## config.mk

```make
export PLATFORM = sky130hd
export DESIGN_NAME = postfix_expression_evaluator_flat
export DESIGN_NICKNAME = d
export VERILOG_FILES = /design/src/rtl/core/pfx_pkg.sv /design/src/rtl/core/pfx_sym_if.sv /design/src/rtl/core/pfx_res_if.sv /design/src/rtl/core/pfx_cell.sv /design/src/rtl/core/pfx_divider.sv /design/src/rtl/core/postfix_expression_evaluator.sv /design/src/flat_wrapper.sv
export SDC_FILE = /design/constraint.sdc
export NUM_CORES = 2
export LEC_CHECK = 0
export BUFFER_PORTS_ARGS = -buffer_cell sky130_fd_sc_hd__clkbuf_2
export CORE_MARGIN = 2
export CORE_UTILIZATION = 59
export CTS_CLUSTER_DIAMETER = 30
export DETAILED_ROUTE_END_ITERATION = 10
export PLACE_DENSITY = 0.78
export SYNTH_ARGS = -nofsm -noshare
export SYNTH_HDL_FRONTEND = slang
export SYNTH_SLANG_ARGS = --single-unit
```

## constraint.sdc

```tcl
create_clock -name clk_i -period 12.45 [get_ports clk_i]
set_input_delay 1.245 -clock clk_i [delete_from_list [all_inputs] [get_ports clk_i]]
set_output_delay 1.245 -clock clk_i [all_outputs]
set_load 0.005 [all_outputs]
```

## src/rtl/core/pfx_pkg.sv

```systemverilog
// Shared types, constants and helpers of the postfix evaluator.
// No dependencies; every other file of the block imports this package.
package pfx_pkg;

  // Stack geometry and arithmetic width
  localparam int unsigned STACK_DEPTH = 16;
  localparam int unsigned VALUE_WIDTH = 32;
  localparam int unsigned CNT_W       = $clog2(STACK_DEPTH + 1);
  localparam int unsigned DIV_CNT_W   = $clog2(VALUE_WIDTH);
  localparam int unsigned SYM_W       = 8;
  localparam int unsigned OUT_W       = 32;

  // Operator characters and the digit base
  localparam logic [SYM_W-1:0] SYM_ADD    = 8'h2B;
  localparam logic [SYM_W-1:0] SYM_SUB    = 8'h2D;
  localparam logic [SYM_W-1:0] SYM_MUL    = 8'h2A;
  localparam logic [SYM_W-1:0] SYM_DIV    = 8'h2F;
  localparam logic [SYM_W-1:0] DIGIT_BASE = 8'd48;

  typedef logic [VALUE_WIDTH-1:0] value_t;
  typedef logic [CNT_W-1:0]       count_t;

  // Per-cell load select
  typedef enum logic [1:0] {
    CELL_HOLD,
    CELL_TAKE_UP,
    CELL_TAKE_DN
  } pfx_cell_cmd_e;

  // Sequencer states
  typedef enum logic [1:0] {
    ST_IDLE,
    ST_EXEC,
    ST_DIV,
    ST_WRITE
  } pfx_state_e;

  // Character code minus the digit base, sign-extended to the value width
  function automatic value_t digit_value(input logic [SYM_W-1:0] sym);
    logic [SYM_W:0] diff;
    diff = {1'b0, sym} - {1'b0, DIGIT_BASE};
    return VALUE_WIDTH'(signed'(diff));
  endfunction

  // Character is one of the four operators
  function automatic logic is_operator(input logic [SYM_W-1:0] sym);
    return (sym == SYM_ADD) || (sym == SYM_SUB) || (sym == SYM_MUL) || (sym == SYM_DIV);
  endfunction

endpackage

```

## src/rtl/core/pfx_sym_if.sv

```systemverilog
// Input channel of the postfix evaluator: one expression character per word.
// Depends on pfx_pkg for field widths.
interface pfx_sym_if
  import pfx_pkg::*;
();
  logic             valid;
  logic             ready;
  logic [SYM_W-1:0] symbol;
  logic             last;

  modport source (output valid, output symbol, output last, input ready);
  modport sink   (input valid, input symbol, input last, output ready);
  modport monitor(input valid, input symbol, input last, input ready);
endinterface

```

## src/rtl/core/pfx_res_if.sv

```systemverilog
// Result channel of the postfix evaluator: one word per finished expression.
// Depends on pfx_pkg for field widths.
interface pfx_res_if
  import pfx_pkg::*;
();
  logic                    valid;
  logic                    ready;
  logic signed [OUT_W-1:0] value;
  logic                    underflow_seen;
  logic                    overflow_seen;
  logic                    divide_by_zero_seen;
  logic                    stack_empty;

  modport source (output valid, output value, output underflow_seen, output overflow_seen,
                  output divide_by_zero_seen, output stack_empty, input ready);
  modport sink   (input valid, input value, input underflow_seen, input overflow_seen,
                  input divide_by_zero_seen, input stack_empty, output ready);
  modport monitor(input valid, input value, input underflow_seen, input overflow_seen,
                  input divide_by_zero_seen, input stack_empty, input ready);
endinterface

```

## src/rtl/core/pfx_cell.sv

```systemverilog
// One stack cell: holds one entry and loads from the neighbour above or below.
// Depends on pfx_pkg for the value type and the load select.
module pfx_cell
  import pfx_pkg::*;
(
  input  logic          clk_i,
  input  pfx_cell_cmd_e cmd_i,
  input  value_t        up_i,
  input  value_t        dn_i,
  output value_t        val_o
);

  value_t val_q;
  value_t val_d;

  // Select the next entry
  always_comb begin
    unique case (cmd_i)
      CELL_TAKE_UP: val_d = up_i;
      CELL_TAKE_DN: val_d = dn_i;
      default:      val_d = val_q;
    endcase
  end

  // Hold the entry; contents are undefined until first written
  always_ff @(posedge clk_i) begin
    val_q <= val_d;
  end

  assign val_o = val_q;

endmodule

```

## src/rtl/core/pfx_divider.sv

```systemverilog
// Unsigned restoring divider, one quotient bit per cycle.
// Depends on pfx_pkg for the value width and iteration counter width.
module pfx_divider
  import pfx_pkg::*;
(
  input  logic   clk_i,
  input  logic   rst_ni,
  input  logic   start_i,
  input  value_t dividend_i,
  input  value_t divisor_i,
  output logic   done_o,
  output value_t quotient_o
);

  logic                 busy_q, busy_d;
  logic                 done_q, done_d;
  logic [DIV_CNT_W-1:0] cnt_q, cnt_d;
  value_t               rem_q, rem_d;
  value_t               quo_q, quo_d;
  value_t               dvs_q, dvs_d;
  logic [VALUE_WIDTH:0] shifted;
  logic [VALUE_WIDTH:0] trial;

  // Shift in the next dividend bit and try a subtraction
  always_comb begin
    shifted = {rem_q, quo_q[VALUE_WIDTH-1]};
    trial   = shifted - {1'b0, dvs_q};
    busy_d  = busy_q;
    done_d  = 1'b0;
    cnt_d   = cnt_q;
    rem_d   = rem_q;
    quo_d   = quo_q;
    dvs_d   = dvs_q;
    if (start_i) begin
      busy_d = 1'b1;
      cnt_d  = '0;
      rem_d  = '0;
      quo_d  = dividend_i;
      dvs_d  = divisor_i;
    end else if (busy_q) begin
      if (!trial[VALUE_WIDTH]) begin
        rem_d = trial[VALUE_WIDTH-1:0];
        quo_d = {quo_q[VALUE_WIDTH-2:0], 1'b1};
      end else begin
        rem_d = shifted[VALUE_WIDTH-1:0];
        quo_d = {quo_q[VALUE_WIDTH-2:0], 1'b0};
      end
      cnt_d = cnt_q + 1'b1;
      if (cnt_q == DIV_CNT_W'(VALUE_WIDTH - 1)) begin
        busy_d = 1'b0;
        done_d = 1'b1;
      end
    end
  end

  // Control registers
  always_ff @(posedge clk_i or negedge rst_ni) begin
    if (!rst_ni) begin
      busy_q <= 1'b0;
      done_q <= 1'b0;
      cnt_q  <= '0;
    end else begin
      busy_q <= busy_d;
      done_q <= done_d;
      cnt_q  <= cnt_d;
    end
  end

  // Datapath registers
  always_ff @(posedge clk_i) begin
    rem_q <= rem_d;
    quo_q <= quo_d;
    dvs_q <= dvs_d;
  end

  assign done_o     = done_q;
  assign quotient_o = quo_q;

endmodule

```

## src/rtl/core/postfix_expression_evaluator.sv

```systemverilog
// Postfix expression evaluator: sequencer, stack chain, divider, result register.
// Depends on pfx_pkg, pfx_sym_if, pfx_res_if, pfx_cell and pfx_divider.
//
// Usage:
//   sym_i carries one expression character per word (symbol, last). A digit or
//   any other non-operator character is pushed as its code minus 48; + - * /
//   pop a then b and push b op a, wrapping at 32 bits. On the word marked last
//   the top of the stack and the sticky error flags go out on res_o as one
//   word, and the stack is emptied; the flags stay set until reset.
//   Timing: a character passes through accept, execute and write back; a
//   division adds a divide state that waits for the one-bit-per-cycle
//   divider. sym_i.ready is high only while the sequencer is idle, so one
//   character is in flight at a time.
//   Result: the word is registered and appears on res_o the cycle after write back.
//   Stall: res_o is a registered output; a waiting result does not block the
//   next characters, only the write back of a following last word waits until
//   the held result is taken.
//   Reset: rst_ni clears the stack count, the flags, the sequencer and the
//   result valid; stack entries need no clearing as only counted ones are read.
module postfix_expression_evaluator
  import pfx_pkg::*;
(
  input  logic      clk_i,
  input  logic      rst_ni,
  pfx_sym_if.sink   sym_i,
  pfx_res_if.source res_o
);

  pfx_state_e state_q, state_d;

  logic [SYM_W-1:0] sym_q, sym_d;
  logic             last_q, last_d;
  value_t           res_q, res_d;
  logic             neg_q, neg_d;
  logic             drop_q, drop_d;
  count_t           count_q, count_d;
  logic [2:0]       flags_q, flags_d;

  logic             out_valid_q, out_valid_d;
  value_t           out_value_q, out_value_d;
  logic             out_empty_q, out_empty_d;
  logic [2:0]       out_flags_q, out_flags_d;

  value_t           cell_val [STACK_DEPTH];
  pfx_cell_cmd_e    cmd_top, cmd_rest;
  value_t           opnd_a, opnd_b, mag_a, mag_b;
  logic             div_start, div_done;
  value_t           div_quo;
  logic             accept, write_go, is_op;
  value_t           top_next;

  assign accept = sym_i.valid && sym_i.ready;
  assign is_op  = is_operator(sym_q);

  // Operands from the two top cells, zero where the stack is short
  assign opnd_a = (count_q >= CNT_W'(1)) ? cell_val[0] : '0;
  assign opnd_b = (count_q >= CNT_W'(2)) ? cell_val[1] : '0;
  assign mag_a  = opnd_a[VALUE_WIDTH-1] ? (~opnd_a + 1'b1) : opnd_a;
  assign mag_b  = opnd_b[VALUE_WIDTH-1] ? (~opnd_b + 1'b1) : opnd_b;

  // Write back may proceed unless a last word finds the result register full
  assign write_go = !(last_q && out_valid_q && !res_o.ready);

  // Next state
  always_comb begin
    state_d = state_q;
    unique case (state_q)
      ST_IDLE:  if (accept) state_d = ST_EXEC;
      ST_EXEC:  state_d = div_start ? ST_DIV : ST_WRITE;
      ST_DIV:   if (div_done) state_d = ST_WRITE;
      ST_WRITE: if (write_go) state_d = ST_IDLE;
      default:  state_d = ST_IDLE;
    endcase
  end

  // Datapath and outputs of the sequencer
  always_comb begin
    sym_d       = sym_q;
    last_d      = last_q;
    res_d       = res_q;
    neg_d       = neg_q;
    drop_d      = drop_q;
    count_d     = count_q;
    flags_d     = flags_q;
    div_start   = 1'b0;
    cmd_top     = CELL_HOLD;
    cmd_rest    = CELL_HOLD;
    top_next    = drop_q ? cell_val[0] : res_q;
    out_valid_d = out_valid_q && !res_o.ready;
    out_value_d = out_value_q;
    out_empty_d = out_empty_q;
    out_flags_d = out_flags_q;
    unique case (state_q)
      ST_IDLE: begin
        if (accept) begin
          sym_d  = sym_i.symbol;
          last_d = sym_i.last;
        end
      end
      ST_EXEC: begin
        drop_d = 1'b0;
        neg_d  = opnd_a[VALUE_WIDTH-1] ^ opnd_b[VALUE_WIDTH-1];
        if (is_op) begin
          if (count_q < CNT_W'(2)) flags_d[0] = 1'b1;
          priority if (sym_q == SYM_ADD) begin
            res_d = opnd_b + opnd_a;
          end else if (sym_q == SYM_SUB) begin
            res_d = opnd_b - opnd_a;
          end else if (sym_q == SYM_MUL) begin
            res_d = VALUE_WIDTH'(opnd_b * opnd_a);
          end else if (opnd_a == '0) begin
            res_d      = '0;
            flags_d[2] = 1'b1;
          end else begin
            div_start = 1'b1;
          end
        end else begin
          res_d = digit_value(sym_q);
          if (count_q == CNT_W'(STACK_DEPTH)) begin
            drop_d     = 1'b1;
            flags_d[1] = 1'b1;
          end
        end
      end
      ST_DIV: begin
        if (div_done) res_d = neg_q ? (~div_quo + 1'b1) : div_quo;
      end
      ST_WRITE: begin
        if (write_go) begin
          // Update the chain and the count
          if (is_op) begin
            cmd_top  = CELL_TAKE_UP;
            cmd_rest = CELL_TAKE_DN;
            count_d  = (count_q >= CNT_W'(2)) ? (count_q - 1'b1) : CNT_W'(1);
          end else if (!drop_q) begin
            cmd_top  = CELL_TAKE_UP;
            cmd_rest = CELL_TAKE_UP;
            count_d  = count_q + 1'b1;
          end
          // Report the top and empty the stack on the last word
          if (last_q) begin
            out_valid_d = 1'b1;
            out_empty_d = (count_d == '0);
            out_value_d = out_empty_d ? '0 : top_next;
            out_flags_d = flags_q;
            count_d     = '0;
          end
        end
      end
      default: ;
    endcase
  end

  // Stack chain
  for (genvar i = 0; i < STACK_DEPTH; i++) begin : g_cell
    value_t up_val, dn_val;
    if (i == 0) begin : g_top
      assign up_val = res_q;
    end else begin : g_inner
      assign up_val = cell_val[i-1];
    end
    if (i == STACK_DEPTH - 1) begin : g_bottom
      assign dn_val = cell_val[i];
    end else begin : g_upper
      assign dn_val = cell_val[i+1];
    end
    pfx_cell u_cell (
      .clk_i (clk_i),
      .cmd_i ((i == 0) ? cmd_top : cmd_rest),
      .up_i  (up_val),
      .dn_i  (dn_val),
      .val_o (cell_val[i])
    );
  end

  // Shared divider on magnitudes
  pfx_divider u_div (
    .clk_i      (clk_i),
    .rst_ni     (rst_ni),
    .start_i    (div_start),
    .dividend_i (mag_b),
    .divisor_i  (mag_a),
    .done_o     (div_done),
    .quotient_o (div_quo)
  );

  // Control registers
  always_ff @(posedge clk_i or negedge rst_ni) begin
    if (!rst_ni) begin
      state_q     <= ST_IDLE;
      count_q     <= '0;
      flags_q     <= '0;
      out_valid_q <= 1'b0;
    end else begin
      state_q     <= state_d;
      count_q     <= count_d;
      flags_q     <= flags_d;
      out_valid_q <= out_valid_d;
    end
  end

  // Payload registers
  always_ff @(posedge clk_i) begin
    sym_q       <= sym_d;
    last_q      <= last_d;
    res_q       <= res_d;
    neg_q       <= neg_d;
    drop_q      <= drop_d;
    out_value_q <= out_value_d;
    out_empty_q <= out_empty_d;
    out_flags_q <= out_flags_d;
  end

  // Channel outputs
  assign sym_i.ready               = (state_q == ST_IDLE);
  assign res_o.valid               = out_valid_q;
  assign res_o.value               = OUT_W'(signed'(out_value_q));
  assign res_o.underflow_seen      = out_flags_q[0];
  assign res_o.overflow_seen       = out_flags_q[1];
  assign res_o.divide_by_zero_seen = out_flags_q[2];
  assign res_o.stack_empty         = out_empty_q;

endmodule

```

## src/flat_wrapper.sv

```systemverilog
// flat-port wrapper written by rule: the top's interface ports become plain ports
module postfix_expression_evaluator_flat import pfx_pkg::*;
  (clk_i, rst_ni, sym_i_valid, sym_i_symbol, sym_i_last, sym_i_ready, res_o_valid, res_o_value, res_o_underflow_seen, res_o_overflow_seen, res_o_divide_by_zero_seen, res_o_stack_empty, res_o_ready);
  pfx_sym_if sym_i_i ();
  pfx_res_if res_o_i ();
  input  logic clk_i;
  input  logic rst_ni;
  input wire logic [$bits(sym_i_i.valid)-1:0] sym_i_valid;
  input wire logic [$bits(sym_i_i.symbol)-1:0] sym_i_symbol;
  input wire logic [$bits(sym_i_i.last)-1:0] sym_i_last;
  output wire logic [$bits(sym_i_i.ready)-1:0] sym_i_ready;
  output wire logic [$bits(res_o_i.valid)-1:0] res_o_valid;
  output wire logic [$bits(res_o_i.value)-1:0] res_o_value;
  output wire logic [$bits(res_o_i.underflow_seen)-1:0] res_o_underflow_seen;
  output wire logic [$bits(res_o_i.overflow_seen)-1:0] res_o_overflow_seen;
  output wire logic [$bits(res_o_i.divide_by_zero_seen)-1:0] res_o_divide_by_zero_seen;
  output wire logic [$bits(res_o_i.stack_empty)-1:0] res_o_stack_empty;
  input wire logic [$bits(res_o_i.ready)-1:0] res_o_ready;
  assign sym_i_i.valid = sym_i_valid;
  assign sym_i_i.symbol = sym_i_symbol;
  assign sym_i_i.last = sym_i_last;
  assign sym_i_ready = sym_i_i.ready;
  assign res_o_valid = res_o_i.valid;
  assign res_o_value = res_o_i.value;
  assign res_o_underflow_seen = res_o_i.underflow_seen;
  assign res_o_overflow_seen = res_o_i.overflow_seen;
  assign res_o_divide_by_zero_seen = res_o_i.divide_by_zero_seen;
  assign res_o_stack_empty = res_o_i.stack_empty;
  assign res_o_i.ready = res_o_ready;
  postfix_expression_evaluator u_core (.clk_i(clk_i), .rst_ni(rst_ni), .sym_i(sym_i_i), .res_o(res_o_i));
endmodule
```

# Word-level counts from Yosys, hierarchy flattened
# Index checks and enable logic that the tools add are counted.
# classes
add_sub_neg,10
multipliers,1
order_cmp,3
n_eq_ne,17
muxes,68
bitwise_logic,9
reduce_logical,23
# op_table
op,n
case mux 32 bit (2 select lines),16
two-way mux 32 bit,14
"adder 32 x 1 -> 32 bit, second input constant",3
NOT 32 bit,3
two-way mux 5 bit,8
subtractor 33 x 32 -> 33 bit,1
adder 32 bit,1
"equality test 8 x 6 -> 1 bit, second input constant",4
zero test 32 bit,1
multiplier 32 x 32 -> 32 bit,1
subtractor 32 bit,1
two-way mux 31 bit,1
two-way mux 1 bit,19
two-way mux 2 bit,9
AND reduction 3 bit,5
"adder 5 x 1 -> 5 bit, second input constant",2
"equality test 5 bit, second input constant",2
"subtractor 8 x 6 -> 9 bit, second input constant",1
"equality test 2 bit, second input constant",4
case mux 2 bit (4 select lines),1
nonzero test 2 bit,4
"equality test 2 x 1 -> 1 bit, second input constant",3
"inequality test 2 bit, second input constant",3
"inequality test 6 bit, second input constant",1
13 further kinds,23
# word_totals
register_bits,705
output_inout_bits,38
wordCells,168

# Logic depth before layout (Yosys ltp)
# depth
depth_word,11
depth_mapped,37

# By module
# A second synthesis with hierarchy kept.
# unflattened
hier_cells,4717
area_unflattened_um2,55488.2
# modules_own_cells
module,instances,cells_each,area_per_inst_um2,seq_area_each_um2
postfix_expression_evaluator,1,3040,25219.2,2647.5
pfx_cell,16,71,1525.2,960.9
pfx_divider,1,541,5865.6,2737.6

# Least setup slack after synthesis
# No wires, ideal clock.
# synth_path
kind,reg-to-reg
startpoint,register u_core.sym_q[4]
endpoint,register u_core.g_cell[10].u_cell.val_q[0] (enable)
setup_time_ns,0.797
arrival_ns,11.008
slack_ns,0.645
stages_incl_launch_ff,14
path_buffers,2
path_cell_list,edfxtp_1 -> inv_1 -> ha_1 -> nor4bb_1 -> nand2_1 -> or2_2 -> clkbuf_1 -> nand2b_1 -> buf_2 -> nor2_1 -> nand3_1 -> inv_1 -> ha_1 -> inv_1
# synth_via
elab_chain_len,9
elab_cells_between_ends,13
classes_between,eq/ne: 6; mux: 3; reduce/logical: 4
# synth_rtl
item,line_no,text
start: declaration,postfix_expression_evaluator.sv:31,"logic [SYM_W-1:0] sym_q, sym_d;"
start signal: assignment,postfix_expression_evaluator.sv:204,sym_q <= sym_d;
equality test 8 x 6 -> 1 bit,pfx_pkg.sv:47,return (sym == SYM_ADD) || (sym == SYM_SUB) || (sym == SYM_MUL) || (sym == SYM_DIV);
logical OR 1 bit (2 in a row),pfx_pkg.sv:47,
logical OR 1 bit (*),pfx_pkg.sv:47,
two-way mux 2 bit (*),postfix_expression_evaluator.sv:131,if (is_op) begin
two-way mux 2 bit (*),postfix_expression_evaluator.sv:129,if (write_go) begin
two-way mux 2 bit (*),postfix_expression_evaluator.sv:93,unique case (state_q)
equality test 2 bit / equality test 2 x 1 -> 1 bit (equally long branches),pfx_cell.sv:18,unique case (cmd_i)
nonzero test 2 bit (no line) (*),--,
end signal: assignment,pfx_cell.sv:27,val_q <= val_d;
end: declaration,pfx_cell.sv:13,value_t val_q;
# Every way passes the cells marked *; elsewhere a longest branch is shown, timed or not.
# A chain may end at the register's enable or synchronous reset.

# Worst setup path in the final report
# layout_path
startpoint,register u_core.count_q[1]
endpoint,"register u_core.res_q[24], in the netlist u_core.g_cell[0].up_val[24] (data pin)"
# layout_via
elab_chain_len,8
elab_cells_between_ends,12
classes_between,add/sub: 2; mul: 1; order compare: 2; mux: 7
# layout_rtl
item,line_no,text
start: declaration,postfix_expression_evaluator.sv:36,"count_t count_q, count_d;"
start signal: assignment,postfix_expression_evaluator.sv:196,count_q <= count_d;
greater-or-equal comparator 5 x 2 -> 1 bit / greater-or-equal comparator 5 x 1 -> 1 bit (equally long branches),"postfix_expression_evaluator.sv:57, postfix_expression_evaluator.sv:56",
"two-way mux 32 bit, on equally long branches","postfix_expression_evaluator.sv:57, postfix_expression_evaluator.sv:56",
multiplier 32 x 32 -> 32 bit,postfix_expression_evaluator.sv:110,res_d = VALUE_WIDTH'(opnd_b * opnd_a);
two-way mux 32 bit,postfix_expression_evaluator.sv:109,end else if (sym_q == SYM_MUL) begin
two-way mux 32 bit,postfix_expression_evaluator.sv:107,end else if (sym_q == SYM_SUB) begin
two-way mux 32 bit (*),postfix_expression_evaluator.sv:105,priority if (sym_q == SYM_ADD) begin
two-way mux 32 bit (*),postfix_expression_evaluator.sv:103,if (is_op) begin
case mux 32 bit (2 select lines) (*),postfix_expression_evaluator.sv:93,
named net u_core.res_d[24],postfix_expression_evaluator.sv:33,"value_t res_q, res_d;"
end signal: assignment,postfix_expression_evaluator.sv:206,res_q <= res_d;
end: declaration,postfix_expression_evaluator.sv:33,
# The timed path passes the listed nets; every way through them passes the cells marked *.

==> impl_metrics.tcl <==
set metrics [dict create \
    clkSinkCount 705 \
    cpPeakStageDelay_ps 670 \
    vdd_ir_drop_max_mv 0.142 \
    synth_cells 4650 \
    initial_core_util_pct 59.5 \
    rsz0062_at_grt "no" \
    p_per_area_nw_per_um2 111 \
    multi_input_area_um2 27900 \
    fin_util_pct 67.0 \
    path_buf_inv 7 \
    power_frac_seq_pct 39.7 \
    core-area_um2 86600 \
    leakage_uw 0.0244 \
    crit_type "reg -> reg" \
    r2r-end "u_core.g_cell[0].up_val[24]" \
    hold_viol 0 \
    switching_share_pct 21.2 \
    grt.overflow.total 0 \
    r2r_cells 31 \
    htree_levels 4 \
    drt-vias-per-instance 6.22 \
    p_int_uw 5080 \
    status "finished clean" \
    die_w_um 300 \
    dp.final_hpwl_um 106000 \
    clock_path_buffers 3 \
    antenna_found_initial 5 \
    end_kind "flop" \
    critical-path-top-delay-family "adder cells" \
    die_y_um 300 \
    track_usage_pct 33.4 \
    synth_nets 5310 \
    ys_warn_count 0 \
    worstPathRequired_ps 12890 \
    antenna_left 0 \
    firstDrtPassIters 7 \
    min_to "u_core.g_cell[15].u_cell.val_o[23]" \
    final_layout_size_suffix_gt1_share_pct 17.7 \
    cts_tree "done" \
    syn_avg_cell_area_um2 11.1 \
    p_comb_share_pct 0 \
    clkLatencyLatePin_ps 750 \
    rrSetupSlack_ps 2390 \
    fmax_ghz 0.0994 \
    numCtsBuffers 141 \
    final_net_count 5351 \
    cp_max_fo 25 \
    maxSlewHeadroom_pct 13.4 \
    root_buffer "clkbuf_16" \
    io_pins 51 \
    clkPwrFrac_pct 60.3 \
    post_cts_resized 0 \
    portBuffers 50 \
    p_sw_uw 1360 \
    tightest_slew_ps 1300 \
    arrival_ps 10500 \
    drt_iter0_drc 4416 \
    drv_slew 0 \
    dieArea_um2 89700 \
    wl_per_cell_um 25.0 \
    grt_max_degree 216 \
    cts_hold_buf 0 \
    fill_cells 6204 \
    crit_path_start_kind "flop" \
    holdCritPathClass "reg -> reg" \
    synth.distinct_cells 86 \
    path_clk_slew_ps 50 \
    final.min_clock_period_ps 10060 \
    hold_depth 0 \
    vias 37100 \
    synth-edff-count 655 \
    syn2layout_area_growth_pct 12.5 \
    post_cts_buffers 0 \
    max-cap-violations 0 \
    grt_pass1_vias 37300 \
    rr_startpoint "u_core.count_q[1]" \
    tns_ps 0 \
    routed_wl_um 149000 \
    fin_skew_ps 62.7 \
    synth_seq_cells 705 \
    synthFlopType "edfxtp_1" \
    async_reset_ff_share_pct 2.55 \
    crit_slowest_cell "inv_1" \
    yosysSeqAreaShare_pct 40.3 \
    finalSetupViolations 0 \
    synth_area_um2 51500 \
    regArea_um2 20800 \
    finalCritPeriodShare_pct 80.8 \
    hold_start "u_core.g_cell[14].u_cell.val_o[23]" \
    gp_congestion 1.02 \
    drc 0 \
    grt_pass1_wl_um 225000 \
    crit_path_frequent_cell "fa_1" \
    rows 108 \
]
## cells by family after synthesis
group / share of synthesized area [%]
buffers and inverters: 5.71
DFF: 40.3
muxes: 10.6
adders and majority gates: 21.7
and+or+nand+nor: 9.62
AOI/OAI and AO/OA: 8.33
xor gates and xnor gates: 3.71
## sequential cells by signal, indices dropped and copies added (netlist names), 2 cells and up
register and flops:
u_core.u_div.dvs_q 32, u_core.count_q 5, u_core.flags_q 3, u_core.u_div.rem_q 32, u_core.u_div.quotient_o 32, u_core.sym_q 8
u_core.out_flags_q 3, u_core.res_o.value 32, u_core.g_cell.u_cell.val_o 512, u_core.u_div.cnt_q 5, u_core.state_q 2, u_core.g_cell.up_val 32
## layer usage
layer	GRT usage (%)	share of wire, %	vias up	wire length [um]
met5	0	0.012	-	18
met4	18.1	5.9	2	8740
met3	10.5	12	513	17300
met2	49.8	44	2181	65400
met1	43.8	39	18300	57900
li1	-	-	16100	-
## cells in the final DEF (no fill, tap or decap), drive strengths merged, types with 20 or more instances in the layout
cell type,count
a211oi,25
a21o,27
a21oi,166
buf,75
clkbuf,204
clkinv,74
dfxtp,32
edfxtp,655
fa,411
ha,236
inv,544
mux2,448
mux2i,43
nand2,434
nand2b,26
nand3,32
nor2,493
nor2b,24
nor3,34
o21a,20
o21ai,155
o21bai,23
o31ai,55
or3,20
xnor2,109
xor2,104
## worst reg2reg max path, delay by kind of cell (launching register included)
kind / cells / cell delay, ps
simple gates: 5 / 1630
fa+ha+maj: 11 / 4340
flops: 1 / 470
compound gates: 7 / 1640
buf+inv: 7 / 1580
xor+xnor: 1 / 100
## worst max-delay path by stage
stage,from,endpoint,slack [ps],cells past startpoint
2_1_floorplan,u_core.sym_q[4],u_core.g_cell[10].u_cell.val_o[0],640,13
3_3_place_gp,u_core.count_q[2],u_core.g_cell[0].up_val[24],2630,29
3_5_place_dp,u_core.count_q[2],u_core.g_cell[0].up_val[24],2630,29
4_1_cts,u_core.count_q[2],u_core.g_cell[0].up_val[24],2600,29
5_1_grt,u_core.count_q[2],u_core.g_cell[0].up_val[21],2090,29
6_report,u_core.count_q[1],u_core.g_cell[0].up_val[24],2390,31
## Yosys cell counts (all sizes together), types with 23 or more instances
cell type  number  share of area (%)
o21ai         155                1.5
nor2          493                3.6
xor2          104                1.8
fa            411                 16
edfxtp        655                 38
nand3          32               0.32
clkbuf        204                1.5
inv           531                3.9
o21bai         23               0.36
a21oi         166                1.6
ha            236                5.7
a21o           27               0.39
mux2          448                9.8
nor2b          24               0.29
nand2b         26               0.32
nor3           34               0.33
dfxtp          32                1.2
buf            23               0.23
xnor2         109                1.9
o31ai          55               0.81
a211oi         25               0.36
mux2i          43               0.84
nand2         434                3.2
## power groups by stage
stage	registers, uW	clock network (uW)	logic, uW
after global routing	2550	4040	3.51
after floorplan	2600	0	0.0159
after detailed placement	2600	0	3.10
after global placement	2600	0	3.05
final	2560	3880	3.11
after CTS	2560	3930	3.19
## cell type report
class,instances,share of cell area (%)
Multi-Input combinational cell,3169,48.1
Timing Repair Buffer,125,1.45
Antenna cell,3,0.0129
Sequential cell,705,35.8
Tap cell,1155,2.49
Clock inverter,103,2.35
Inverter,549,3.57
Clock buffer,154,6.20
## through the flow
| step | std cells | cell area, um2 | setup WS [ps] | hold WS, ps | total power, uW |
|---|---|---|---|---|---|
| finish | 5963 | 58000 | 2390 | 432 | 6440 |
| global route | 5960 | 58000 | 2090 | 445 | 6600 |
| CTS | 5960 | 58000 | 2600 | 429 | 6490 |
| detailed placement | 5703 | 53000 | 2630 | 429 | 2600 |
| global placement | 5703 | 53000 | 2630 | 422 | 2600 |
| floorplan | 4650 | 51500 | 645 | 420 | 2600 |
No activity file was read; power rests on OpenSTA's default activity.
